--- src/rtl/gpe_pkg.sv ---
// ----------------------------------------------------------------------------
// gpe_pkg
// shared widths, register indexes and sequencer states of the glyph row
// pixel expander
// ----------------------------------------------------------------------------
`default_nettype none

package gpe_pkg;

   localparam int COLOR_W         = 24;
   localparam int GW_W            = 6;
   localparam int BITS_W          = 32;
   localparam int SPC_W           = 4;
   localparam int LW_W            = 12;
   localparam int CNT_W           = 6;
   localparam int CSR_IDX_W       = 2;
   localparam int MAX_GLYPH_WIDTH = 32;

   localparam logic [COLOR_W-1:0] TEXT_COLOR_RST   = {COLOR_W{1'b1}};
   localparam logic [COLOR_W-1:0] BACK_COLOR_RST   = '0;
   localparam logic [SPC_W-1:0]   CHAR_SPACING_RST = SPC_W'(1);
   localparam logic [LW_W-1:0]    LW_MAX           = {LW_W{1'b1}};
   localparam logic [GW_W-1:0]    GW_MAX           = GW_W'(MAX_GLYPH_WIDTH);

   typedef enum logic [CSR_IDX_W-1:0] {
      CSR_TEXT_COLOR   = 2'd0,
      CSR_BACK_COLOR   = 2'd1,
      CSR_CHAR_SPACING = 2'd2
   } gpe_csr_idx_type;

   typedef enum logic [1:0] {
      ST_IDLE,
      ST_EMIT,
      ST_MARK
   } gpe_state_type;

endpackage

`default_nettype wire

--- src/rtl/gpe_intf.sv ---
// ----------------------------------------------------------------------------
// gpe channel interfaces
// valid/ready channels for characters, pixel results and register writes
// ----------------------------------------------------------------------------
`default_nettype none

interface gpe_req_if import gpe_pkg::*; ();
   logic                valid;
   logic                ready;
   logic                glyph_present;
   logic [GW_W-1:0]     glyph_width;
   logic [BITS_W-1:0]   row_bits;
   logic                last_char;

   modport source (output valid, glyph_present, glyph_width, row_bits, last_char,
                   input ready);
   modport sink   (input valid, glyph_present, glyph_width, row_bits, last_char,
                   output ready);
endinterface

interface gpe_rsp_if import gpe_pkg::*; ();
   logic                valid;
   logic                ready;
   logic [COLOR_W-1:0]  pixel_color;
   logic                pixel_valid;
   logic                last_of_text;
   logic [LW_W-1:0]     line_width;

   modport source (output valid, pixel_color, pixel_valid, last_of_text, line_width,
                   input ready);
   modport sink   (input valid, pixel_color, pixel_valid, last_of_text, line_width,
                   output ready);
endinterface

interface gpe_csr_if import gpe_pkg::*; ();
   logic                 valid;
   logic                 ready;
   logic [CSR_IDX_W-1:0] index;
   logic [COLOR_W-1:0]   data;

   modport source (output valid, index, data, input ready);
   modport sink   (input valid, index, data, output ready);
endinterface

`default_nettype wire

--- src/rtl/glyph_row_pixel_expander.sv ---
// the first result is registered in ST_EMIT or ST_MARK once the output slot
//   is free; a present glyph yields min(glyph_width, 32) + char_spacing pixels,
//   one pixel per cycle from the shifter and pixel counter unless the output stalls;
//   an absent glyph yields none, a last character with no pixels a marker result
// reset: synchronous, clears sequencer, running width and output valid;
//   registers return to white text, black background, spacing 1
// ----------------------------------------------------------------------------
// glyph_row_pixel_expander
// serializes one glyph row per character into colored pixels plus spacing,
// keeping a saturating running line width
// ----------------------------------------------------------------------------
`default_nettype none

module glyph_row_pixel_expander
   import gpe_pkg::*;
(
   input  wire          clock,
   input  wire          reset,
   gpe_req_if.sink      req_ch,
   gpe_rsp_if.source    rsp_ch,
   gpe_csr_if.sink      csr_ch
);

   gpe_state_type       state_ff, state_in;
   logic [LW_W-1:0]     rw_ff, rw_in;
   logic [BITS_W-1:0]   shifter_ff, shifter_in;
   logic [CNT_W-1:0]    pix_left_ff, pix_left_in;
   logic [CNT_W-1:0]    glyph_left_ff, glyph_left_in;
   logic                last_ff, last_in;

   logic                rsp_valid_ff, rsp_valid_in;
   logic [COLOR_W-1:0]  color_ff, color_in;
   logic                pvalid_ff, pvalid_in;
   logic                plast_ff, plast_in;
   logic [LW_W-1:0]     lw_ff, lw_in;

   logic [COLOR_W-1:0]  text_color_ff;
   logic [COLOR_W-1:0]  back_color_ff;
   logic [SPC_W-1:0]    spacing_ff;

   logic                slot_free;
   logic [GW_W-1:0]     gw_sat;
   logic [CNT_W-1:0]    total;
   logic [LW_W:0]       sum;
   logic [LW_W-1:0]     rw_sat;

   // register writes
   assign csr_ch.ready = 1'b1;

   always_ff @(posedge clock) begin
      if (reset) begin
         text_color_ff <= TEXT_COLOR_RST;
         back_color_ff <= BACK_COLOR_RST;
         spacing_ff    <= CHAR_SPACING_RST;
      end else if (csr_ch.valid) begin
         case (csr_ch.index)
            CSR_TEXT_COLOR:   text_color_ff <= csr_ch.data;
            CSR_BACK_COLOR:   back_color_ff <= csr_ch.data;
            CSR_CHAR_SPACING: spacing_ff    <= csr_ch.data[SPC_W-1:0];
            default: ;
         endcase
      end
   end

   assign req_ch.ready        = (state_ff == ST_IDLE);
   assign slot_free           = !rsp_valid_ff || rsp_ch.ready;

   assign rsp_ch.valid        = rsp_valid_ff;
   assign rsp_ch.pixel_color  = color_ff;
   assign rsp_ch.pixel_valid  = pvalid_ff;
   assign rsp_ch.last_of_text = plast_ff;
   assign rsp_ch.line_width   = lw_ff;

   assign gw_sat = (req_ch.glyph_width > GW_MAX) ? GW_MAX : req_ch.glyph_width;
   assign total  = CNT_W'(gw_sat) + CNT_W'(spacing_ff);
   assign sum    = {1'b0, rw_ff} + (LW_W+1)'(total);
   assign rw_sat = sum[LW_W] ? LW_MAX : sum[LW_W-1:0];

   always_comb begin
      state_in      = state_ff;
      rw_in         = rw_ff;
      shifter_in    = shifter_ff;
      pix_left_in   = pix_left_ff;
      glyph_left_in = glyph_left_ff;
      last_in       = last_ff;
      rsp_valid_in  = rsp_valid_ff && !rsp_ch.ready;
      color_in      = color_ff;
      pvalid_in     = pvalid_ff;
      plast_in      = plast_ff;
      lw_in         = lw_ff;

      case (state_ff)
         ST_IDLE: begin
            if (req_ch.valid) begin
               last_in = req_ch.last_char;
               if (req_ch.glyph_present) begin
                  rw_in         = rw_sat;
                  shifter_in    = req_ch.row_bits;
                  glyph_left_in = CNT_W'(gw_sat);
                  pix_left_in   = total;
                  if (total != '0) begin
                     state_in = ST_EMIT;
                  end else if (req_ch.last_char) begin
                     state_in = ST_MARK;
                  end
               end else if (req_ch.last_char) begin
                  state_in = ST_MARK;
               end
            end
         end
         ST_EMIT: begin
            if (slot_free) begin
               rsp_valid_in = 1'b1;
               pvalid_in    = 1'b1;
               lw_in        = rw_ff;
               plast_in     = last_ff && (pix_left_ff == CNT_W'(1));
               if (glyph_left_ff != '0) begin
                  color_in      = shifter_ff[BITS_W-1] ? text_color_ff : back_color_ff;
                  shifter_in    = {shifter_ff[BITS_W-2:0], 1'b0};
                  glyph_left_in = glyph_left_ff - CNT_W'(1);
               end else begin
                  color_in = back_color_ff;
               end
               pix_left_in = pix_left_ff - CNT_W'(1);
               if (pix_left_ff == CNT_W'(1)) begin
                  state_in = ST_IDLE;
                  if (last_ff) begin
                     rw_in = '0;
                  end
               end
            end
         end
         ST_MARK: begin
            if (slot_free) begin
               rsp_valid_in = 1'b1;
               pvalid_in    = 1'b0;
               color_in     = '0;
               plast_in     = 1'b1;
               lw_in        = rw_ff;
               rw_in        = '0;
               state_in     = ST_IDLE;
            end
         end
         default: begin
            state_in = ST_IDLE;
         end
      endcase
   end

   always_ff @(posedge clock) begin
      if (reset) begin
         state_ff     <= ST_IDLE;
         rw_ff        <= '0;
         pix_left_ff  <= '0;
         glyph_left_ff <= '0;
         last_ff      <= 1'b0;
         rsp_valid_ff <= 1'b0;
      end else begin
         state_ff     <= state_in;
         rw_ff        <= rw_in;
         pix_left_ff  <= pix_left_in;
         glyph_left_ff <= glyph_left_in;
         last_ff      <= last_in;
         rsp_valid_ff <= rsp_valid_in;
      end
   end

   // payload, no reset
   always_ff @(posedge clock) begin
      shifter_ff <= shifter_in;
      color_ff   <= color_in;
      pvalid_ff  <= pvalid_in;
      plast_ff   <= plast_in;
      lw_ff      <= lw_in;
   end

endmodule

`default_nettype wire

--- src/flat_wrapper.sv ---
// flat-port wrapper written by rule: the top's interface ports become plain ports
module glyph_row_pixel_expander_flat import gpe_pkg::*;
  (clock, reset, req_ch_valid, req_ch_glyph_present, req_ch_glyph_width, req_ch_row_bits, req_ch_last_char, req_ch_ready, rsp_ch_valid, rsp_ch_pixel_color, rsp_ch_pixel_valid, rsp_ch_last_of_text, rsp_ch_line_width, rsp_ch_ready, csr_ch_valid, csr_ch_index, csr_ch_data, csr_ch_ready);
  gpe_req_if req_ch_i ();
  gpe_rsp_if rsp_ch_i ();
  gpe_csr_if csr_ch_i ();
  input  wire clock;
  input  wire reset;
  input wire logic [$bits(req_ch_i.valid)-1:0] req_ch_valid;
  input wire logic [$bits(req_ch_i.glyph_present)-1:0] req_ch_glyph_present;
  input wire logic [$bits(req_ch_i.glyph_width)-1:0] req_ch_glyph_width;
  input wire logic [$bits(req_ch_i.row_bits)-1:0] req_ch_row_bits;
  input wire logic [$bits(req_ch_i.last_char)-1:0] req_ch_last_char;
  output wire logic [$bits(req_ch_i.ready)-1:0] req_ch_ready;
  output wire logic [$bits(rsp_ch_i.valid)-1:0] rsp_ch_valid;
  output wire logic [$bits(rsp_ch_i.pixel_color)-1:0] rsp_ch_pixel_color;
  output wire logic [$bits(rsp_ch_i.pixel_valid)-1:0] rsp_ch_pixel_valid;
  output wire logic [$bits(rsp_ch_i.last_of_text)-1:0] rsp_ch_last_of_text;
  output wire logic [$bits(rsp_ch_i.line_width)-1:0] rsp_ch_line_width;
  input wire logic [$bits(rsp_ch_i.ready)-1:0] rsp_ch_ready;
  input wire logic [$bits(csr_ch_i.valid)-1:0] csr_ch_valid;
  input wire logic [$bits(csr_ch_i.index)-1:0] csr_ch_index;
  input wire logic [$bits(csr_ch_i.data)-1:0] csr_ch_data;
  output wire logic [$bits(csr_ch_i.ready)-1:0] csr_ch_ready;
  assign req_ch_i.valid = req_ch_valid;
  assign req_ch_i.glyph_present = req_ch_glyph_present;
  assign req_ch_i.glyph_width = req_ch_glyph_width;
  assign req_ch_i.row_bits = req_ch_row_bits;
  assign req_ch_i.last_char = req_ch_last_char;
  assign req_ch_ready = req_ch_i.ready;
  assign rsp_ch_valid = rsp_ch_i.valid;
  assign rsp_ch_pixel_color = rsp_ch_i.pixel_color;
  assign rsp_ch_pixel_valid = rsp_ch_i.pixel_valid;
  assign rsp_ch_last_of_text = rsp_ch_i.last_of_text;
  assign rsp_ch_line_width = rsp_ch_i.line_width;
  assign rsp_ch_i.ready = rsp_ch_ready;
  assign csr_ch_i.valid = csr_ch_valid;
  assign csr_ch_i.index = csr_ch_index;
  assign csr_ch_i.data = csr_ch_data;
  assign csr_ch_ready = csr_ch_i.ready;
  glyph_row_pixel_expander u_core (.clock(clock), .reset(reset), .req_ch(req_ch_i), .rsp_ch(rsp_ch_i), .csr_ch(csr_ch_i));
endmodule
--- config.mk ---
export PLATFORM = sky130hd
export DESIGN_NAME = glyph_row_pixel_expander_flat
export DESIGN_NICKNAME = d
export VERILOG_FILES = /design/src/rtl/gpe_pkg.sv /design/src/rtl/gpe_intf.sv /design/src/rtl/glyph_row_pixel_expander.sv /design/src/flat_wrapper.sv
export SDC_FILE = /design/constraint.sdc
export NUM_CORES = 1
export LEC_CHECK = 0
export BUFFER_PORTS_ARGS = -buffer_cell sky130_fd_sc_hd__buf_2
export CORE_MARGIN = 5
export CORE_UTILIZATION = 40
export DETAILED_ROUTE_END_ITERATION = 7
export GPL_ROUTABILITY_DRIVEN = 0
export MAX_ROUTING_LAYER = met4
export PLACE_DENSITY = 0.71
export RECOVER_POWER = 50
export SKIP_CTS_REPAIR_TIMING = 1
export SYNTH_ARGS = -nofsm -noshare
export SYNTH_HDL_FRONTEND = slang
export SYNTH_SLANG_ARGS = --single-unit
--- constraint.sdc ---
create_clock -name clock -period 3.6 [get_ports clock]
set_input_delay 0.54 -clock clock [delete_from_list [all_inputs] [get_ports clock]]
set_output_delay 0.54 -clock clock [all_outputs]
set_load 0.02 [all_outputs]
# Word-level counts from Yosys, hierarchy flattened
# Index checks and enable logic that the tools add are counted.
[totals]
register_bits = 150
in_bits = 71
out_inout_bits = 41
wordCells = 97
[classes]
n_addsub = 4
magnitude_cmp = 1
n_eq_ne = 12
mux = 43
reduce_logical = 23
[ops]
columns = ["operator", "count"]
rows = [
  ["2-to-1 mux 32 bit", 4],
  ["2-to-1 mux 24 bit", 4],
  ["2-to-1 mux 12 bit", 7],
  ["case mux 32 bit (2 select lines)", 1],
  ["2-to-1 mux 6 bit", 8],
  ["case mux 24 bit (2 select lines)", 1],
  ["case mux 12 bit (3 select lines)", 1],
  ["case mux 6 bit (2 select lines)", 2],
  ["2-to-1 mux 2 bit", 7],
  ["adder 12 x 6 -> 13 bit", 1],
  ["nonzero test 6 bit", 2],
  ["subtractor 6 x 1 -> 6 bit (second input constant)", 2],
  ["inequality test 2 x 1 -> 1 bit (second input constant)", 5],
  ["AND reduction 2 bit", 5],
  ["AND reduction 4 bit", 2],
  ["AND reduction 7 bit", 1],
  ["adder 6 x 4 -> 6 bit", 1],
  ["equality test 6 x 1 -> 1 bit (second input constant)", 1],
  ["> comparator 6 bit (second input constant)", 1],
  ["case mux 2 bit (3 select lines)", 1],
  ["2-to-1 mux 1 bit", 5],
  ["AND reduction 5 bit", 1],
  ["equality test 2 x 1 -> 1 bit (second input constant)", 2],
  ["equality test 2 bit (second input constant)", 2],
  ["10 further kinds", 16],
]

# Logic depth before layout (Yosys ltp)
# Gate-level depths: netlist of the first run.
[logic_depth]
depth_word = 8
depth_mapped = 13
ltp_nobuf = 13

# Worst setup path after synthesis of the first run
# OpenSTA, ideal clock, no wires.
[synth_timing]
path_type = "input port to flip-flop"
start = "input req_ch_glyph_width[0]"
end = "register u_core.rw_ff[0]"
setup_ns = 0.060
arrival_time_ns = 3.186
required_ns = 3.540
path_slack_ns = 0.354
path_stages = 13
path_buffers = 0
cell_sequence = "nor2b_1 -> ha_1 -> fa_1 -> a21o_1 -> a21oi_1 -> xnor2_1 -> inv_1 -> ha_1 -> nand2_1 -> a21oi_1 -> o211ai_1 -> a2111oi_0 -> a31o_1"
[synth_via]
elab_chain_cells = 8
[synth_lines]
columns = ["element", "line_no", "text"]
rows = [
  ["from (decl)", "flat_wrapper.sv:11", "input wire logic [$bits(req_ch_i.glyph_width)-1:0] req_ch_glyph_width;"],
  ["> comparator 6 bit", "glyph_row_pixel_expander.sv:74", "assign gw_sat = (req_ch.glyph_width > GW_MAX) ? GW_MAX : req_ch.glyph_width;"],
  ["2-to-1 mux 6 bit (*)", "glyph_row_pixel_expander.sv:74", ""],
  ["adder 6 x 4 -> 6 bit (*)", "glyph_row_pixel_expander.sv:75", "assign total = CNT_W'(gw_sat) + CNT_W'(spacing_ff);"],
  ["adder 12 x 6 -> 13 bit (*)", "glyph_row_pixel_expander.sv:76", "assign sum = {1'b0, rw_ff} + (LW_W+1)'(total);"],
  ["2-to-1 mux 12 bit (*)", "glyph_row_pixel_expander.sv:77", "assign rw_sat = sum[LW_W] ? LW_MAX : sum[LW_W-1:0];"],
  ["2-to-1 mux 12 bit (*)", "glyph_row_pixel_expander.sv:96", "if (req_ch.glyph_present) begin"],
  ["2-to-1 mux 12 bit (*)", "glyph_row_pixel_expander.sv:94", "if (req_ch.valid) begin"],
  ["case mux 12 bit (3 select lines) (*)", "glyph_row_pixel_expander.sv:92", "case (state_ff)"],
  ["to (signal assigned)", "glyph_row_pixel_expander.sv:160", "rw_ff <= rw_in;"],
  ["to (decl)", "glyph_row_pixel_expander.sv:25", "logic [LW_W-1:0] rw_ff, rw_in;"],
]
# Mark *: on every way between the ends. The rest lies on a longest branch, timed or not. The select of a mux whose other input is x is not followed.
# A chain may end at the register's enable or synchronous reset.

# Worst setup path after layout of the first run
[layout_timing]
start = "input req_ch_glyph_width[5]"
end = "register u_core.rw_ff[6]"
# Same word-level chain as after synthesis.

==> metrics, run 1 <==
worst min path class input pin to flop; clk sinks 150; met1 usage 18.75%; met3 usage approximately 4.4%; PD cells about 700 nW/um^2; CP Max Fanout 4; crit path kind input pin to flop; Post-layout nets between 800 and 900; Hold Violations, Final 0; area leader, netlist edfxtp_1; GRT met2 Usage approximately 25%; core box area about 16000 sq um; Cells after DPL ~950; Ports approximately 110; Tot GR Track Use 15.76%; crit end category flop; post-synth top area share 31.58%; syn_nets 732; vias in the first global route approximately 4900; status finished, violations left; Post-synth EDFFs 70; Port Buf Inserts 110; Worst Path Required 3.89 ns; first-pass GRT wire length about 24 mm; crit start category input pin; number of antenna violations at the first check in global routing 2; Worst VDD drop around 400 uV; GR peak layer met2; fin worst setup slack between 0.4 and 0.5 ns; DP Wirelength ~9.8 mm; setup TNS 0 ns; wire per inst around 15 microns; violated checks capacitance limit, slew limit; Post-Route WL 14.68 mm; final slew viol count 25; Area Overhead vs Synth 19.55%; Setup Skew about 0.0085 ns; Lkg Pwr between 3 and 4 nW; grt ovf 0; Vias between 5000 and 6000; cts bufs inserted 17; crit path DAT around 3.5 ns; fillers about 1600; multi-input combinational cell area approximately 2700 sq um; die area 19320 sq um; Layout Cells excl Fill 983; Synth cell types 56; Root Buffer clkbuf_16; Mapped Avg Cell Area around 10 sq um; Area contributors post-synth edfxtp_1, dfxtp_1, nand2_1, mux2_2, a21oi_1; Die Span Y around 140 microns; Longest Clk Path Bufs 2; FFs w/ async S/R, synth 0%; Synth Instances between 600 and 700; CTS tree built; layout cell share with drive strength beyond 1 a little under a fifth; Clock transition at path regs roughly 0.060 ns; final setup vio count 0; Routed Antenna Nets 0; fmax between 0.3 and 0.4 GHz; largest net degree at the start of global routing between 40 and 50; die width about 140 microns; via/cell ratio just over 5; Starting Density roughly 40%; first-pass iteration count of the detailed router 5; worst slack, placed 0.009010 ns; final core utilization roughly 48%; Worst-Skew Late Latency around 0.42 ns; # Max-Cap Violations 2; # DRC 0; crit share post-route 88.17%; initial drt markers just over 300; Syn. warnings 0; sequential-to-total area share from yosys stat 55.64%; htree depth 4; row cnt 47; Reg area roughly 3700 sq um; ys flop type dfxtp_1; Period minus WS final ~3.2 ns; RSZ-0062 raised after global routing false; Syn Std Cell Area around 6700 sq um; Worst Max-Slew Pin Slew around 1.9 ns; Yosys reg bits 150; Slew headroom -26.70%; Post-synth top cells nand2_1, dfxtp_1, edfxtp_1, a21oi_1; most common cell in the netlist nand2_1
## final timing paths
kind | startpoint | to | slack [ns] | cells past startpoint
worst max-delay path | req_ch_glyph_width[5] | u_core.rw_ff[6]$_SDFFE_PP0P_ | 0.43 | 12
worst min-delay path | csr_ch_data[9] | u_core.text_color_ff[9]$_SDFFE_PP1P_ | 0.36 | 3
worst max register to register | u_core.spacing_ff[0]$_SDFFE_PP1P_ | u_core.rw_ff[1]$_SDFFE_PP0P_ | 0.46 | 12
worst min register to register | u_core.back_color_ff[17]$_SDFFE_PP0P_ | u_core.back_color_ff[17]$_SDFFE_PP0P_ | 0.45 | 2
## cells by family after synthesis
kind of cell | after synthesis | share of synthesized area (%)
buf+inv | 55 | 3.195
compound gates | 133 | 12.26
fa+ha+maj | 20 | 3.985
simple gates | 213 | 14.04
xor+xnor | 7 | 0.9211
other cells | 1 | 0.05634
mux | 62 | 9.906
flops | 150 | 55.64
## layer usage
metal / vias to the layer above / part of all wire, %
li1: 2496 / -
met1: 2389 / 45
met2: 113 / 48
met3: 23 / 4.9
met4: 0 / 1.9
met5: - / 0
## layout make-up
type / count / share of cell area, %
antenna: 2 / 0.06289
tap: 220 / 3.459
clock inverter: 8 / 1.274
clock buffer: 24 / 5.928
multi-input combinational: 436 / 34.48
inverter: 21 / 0.9906
timing repair buffer: 122 / 7.264
sequential: 150 / 46.54
## sequential cells by signal, summed over array words and instances (netlist names), 2 cells and up
register                   flops
u_core.back_color_ff          24
u_core.glyph_left_ff           6
u_core.pix_left_ff             6
u_core.rsp_ch.line_width      12
u_core.rsp_ch.pixel_color     24
u_core.rw_ff                  12
u_core.shifter_ff             32
u_core.spacing_ff              4
u_core.state_ff                2
u_core.text_color_ff          24
## metrics by stage
step                total power [mW]  hold WS (ns)  area [sq um]
global placement               3.912        0.4420          7450
detailed placement             3.934        0.4468          7450
finish                         5.573        0.3555          7958
CTS                            5.669        0.3345          8023
floorplan                      3.461        0.4345          6656
global route                   5.896        0.3453          7958
## power by group
part           switching, mW  total, mW  internal (mW)
clock network          0.660       1.72           1.06
logic                  0.987       1.49          0.500
registers              0.123       2.37           2.25
total                   1.77       5.57           3.80
## critical path: stages
cell       delay, ns
buf_2           0.12
nor2b_1         0.28
ha_1            0.29
a211oi_1        0.30
o21bai_1        0.12
a21oi_1         0.27
inv_1           0.08
ha_1            0.33
a21o_1          0.22
o21ai_0         0.41
o21bai_1        0.10
a2111oi_0       0.40
## cell usage in the layout, fill, tap and decap left out, types with 9 or more instances in the layout
| cell | synthesis | final |
|---|---|---|
| nor2_1 | 28 | 28 |
| nor3_1 | 10 | 10 |
| edfxtp_1 | 70 | 70 |
| mux2i_1 | 31 | 31 |
| ha_1 | 18 | 18 |
| nand2_1 | 134 | 134 |
| dfxtp_1 | 80 | 80 |
| a21oi_1 | 67 | 67 |
| mux2_2 | 31 | 31 |
| clkbuf_1 | 26 | 49 |
| buf_2 | 2 | 69 |
| inv_1 | 20 | 20 |
| o21ai_0 | 15 | 15 |
| clkbuf_16 | 0 | 17 |
| buf_4 | 1 | 9 |
Power figures use the tool's default switching activity.
==> inputs of run 2 (changes only) <==
--- a/config.mk
+++ b/config.mk
@@ -8,6 +8,7 @@
 export BUFFER_PORTS_ARGS = -buffer_cell sky130_fd_sc_hd__buf_2
 export CORE_MARGIN = 5
 export CORE_UTILIZATION = 40
+export CTS_BUF_LIST = sky130_fd_sc_hd__clkbuf_4
 export DETAILED_ROUTE_END_ITERATION = 7
 export GPL_ROUTABILITY_DRIVEN = 0
 export MAX_ROUTING_LAYER = met4
==> metrics, run 2 (synthesis gave the netlist of run 1 again) <==
status finished, violations left; violated checks capacitance limit, slew limit; Area Overhead vs Synth 15.09%; Worst-Skew Late Latency 0.55 ns; crit start category flop; clock power share 21.1%; max reg flops 32; number of antenna violations at the first check in global routing 3; Root Buffer clkbuf_4; # DRC 0; htree depth 4; r2r endpoint u_core.rw_ff[1]$_SDFFE_PP0P_; HP Start csr_ch_data[7]; first-pass GRT wire length around 24 mm; layout cell share with drive strength beyond 1 18.40%; Cell Chain, Critical Path ha_1 > fa_1 > a21o_1 > a21oi_1 > xnor2_1 > inv_1 > ha_1 > nand2_1 > a21oi_1 > o211ai_1 > a2111oi_0 > a31o_1; first-pass iteration count of the detailed router 5; switching power 1.686 mW; overall power roughly 4.9 mW; clk sinks 150; r2r worst-path depth 12; hold depth 3; Vias ~5000; crit path kind flop to flop; crit-path max cell delay 0.50 ns; Tot GR Track Use between 15 and 20%; Worst path slowest cell a2111oi_0; final slew viol count 25; Setup Skew 0.02183 ns; grt ovf 0; # Max-Cap Violations 1; Post-Route WL between 10 and 15 mm; wire per inst approximately 15 microns; cell-internal power roughly 3.2 mW; commonest non-fill, non-tap cells in the layout nand2_1, dfxtp_1, edfxtp_1; worst min path class input pin to flop; crit end category flop; Routed Antenna Nets 0; Clock transition at path regs about 0.13 ns; Most flops, register u_core.shifter_ff; crit share post-route between 80% and 90%; final setup vio count 0; RSZ-0062 raised after global routing false; Hold Crit Endpoint u_core.text_color_ff[7]$_SDFFE_PP1P_; flop-to-flop setup slack 0.45 ns; Hold Violations, Final 0; worst r2r src u_core.spacing_ff[0]$_SDFFE_PP1P_; Worst Path Required 4.10 ns; commonest non-fill, non-tap cell in the layout nand2_1; fmax 0.3178 GHz; Longest Clk Path Bufs 2; largest net degree at the start of global routing between 40 and 50; crit path DAT 3.64 ns; Port Buf Inserts 110; core box area ~16000 sq um; cts bufs inserted 17; Post-layout nets 839; Ports 112; Starting Density about two fifths; CTS tree built; Die Span Y 139 microns; Lkg Pwr about 2.9 nW; Worst VDD drop roughly 240 uV; setup TNS 0 ns; row cnt 47; vias in the first global route around 4900; die width 139 microns; DP Wirelength roughly 9.8 mm; Worst Max-Slew Pin Slew approximately 1.9 ns; combinational power share between 30% and 40%; Slew headroom -27.88%; Seq pwr share 48.5%; die area ~19000 sq um; Sw Share around a third; via/cell ratio ~5.1; CP Max Fanout 4; initial drt markers just over 300; PD cells roughly 640 nW/um^2; Period minus WS final approximately 3.1 ns
## run 2: stage by stage
| stage | cell area [sq um] | std cells | hold WS, ns | util (%) | worst slack, ns |
|---|---|---|---|---|---|
| floorplan | 6656 | 641 | 0.4345 | - | 0.3544 |
| global placement | 7450 | 949 | 0.4420 | 45.24 | 0.1461 |
| detailed placement | 7450 | 949 | 0.4468 | 45.24 | 0.009010 |
| CTS | 7724 | 981 | 0.1593 | 46.91 | 0.4457 |
| global route | 7661 | 984 | 0.1717 | 46.53 | 0.07880 |
| finish | 7661 | 984 | 0.2251 | 46.53 | 0.4530 |
## run 2: layout make-up
class / count / area [sq um]
clock inverters: 10 / 108.9
repair buffers: 122 / 578.1
clock buffers: 22 / 165.2
multi-input cells: 436 / 2744
inverters: 21 / 78.83
well taps: 220 / 275.3
diodes: 3 / 7.507
flip-flops and latches: 150 / 3704
fillers: 1626 / 8805
## run 2: worst max-delay path by stage
stage	from	to	slack, ns	cells after the start
floorplan	req_ch_glyph_width[0]	u_core.rw_ff[0]$_SDFFE_PP0P_	0.35	13
global placement	req_ch_glyph_width[0]	u_core.rw_ff[10]$_SDFFE_PP0P_	0.15	14
detailed placement	req_ch_glyph_width[0]	u_core.rw_ff[1]$_SDFFE_PP0P_	0.009	14
CTS	u_core.spacing_ff[0]$_SDFFE_PP1P_	u_core.rw_ff[1]$_SDFFE_PP0P_	0.45	12
global route	u_core.spacing_ff[0]$_SDFFE_PP1P_	u_core.rw_ff[2]$_SDFFE_PP0P_	0.08	12
finish	u_core.spacing_ff[0]$_SDFFE_PP1P_	u_core.rw_ff[1]$_SDFFE_PP0P_	0.45	12
## run 2: worst max-delay path: cells and delay by family (launching register included)
kind	cells	cell delay (ns)
XOR/XNOR	1	0.19
AND/OR/NAND/NOR	1	0.06
flip-flops	1	0.36
buffers and inverters	1	0.08
AO/OA/AOI/OAI	6	1.41
adder cells (fa/ha/maj)	3	1.01
## run 2: power by group through the flow
stage / Combinational, mW / Clock (mW) / Sequential, mW
global route: 1.64 / 1.14 / 2.40
floorplan: 0.907 / 0 / 2.55
finish: 1.48 / 1.03 / 2.36
detailed placement: 1.54 / 0 / 2.39
CTS: 1.55 / 1.07 / 2.36
global placement: 1.52 / 0 / 2.39
## run 2: routing by layer
metal,vias up,part of all wire [%],track usage [%]
met2,120,49,25.54
met5,-,0,-
met1,2355,44,18.44
met4,0,2.5,6.900
li1,2491,-,-
met3,26,5.1,3.759
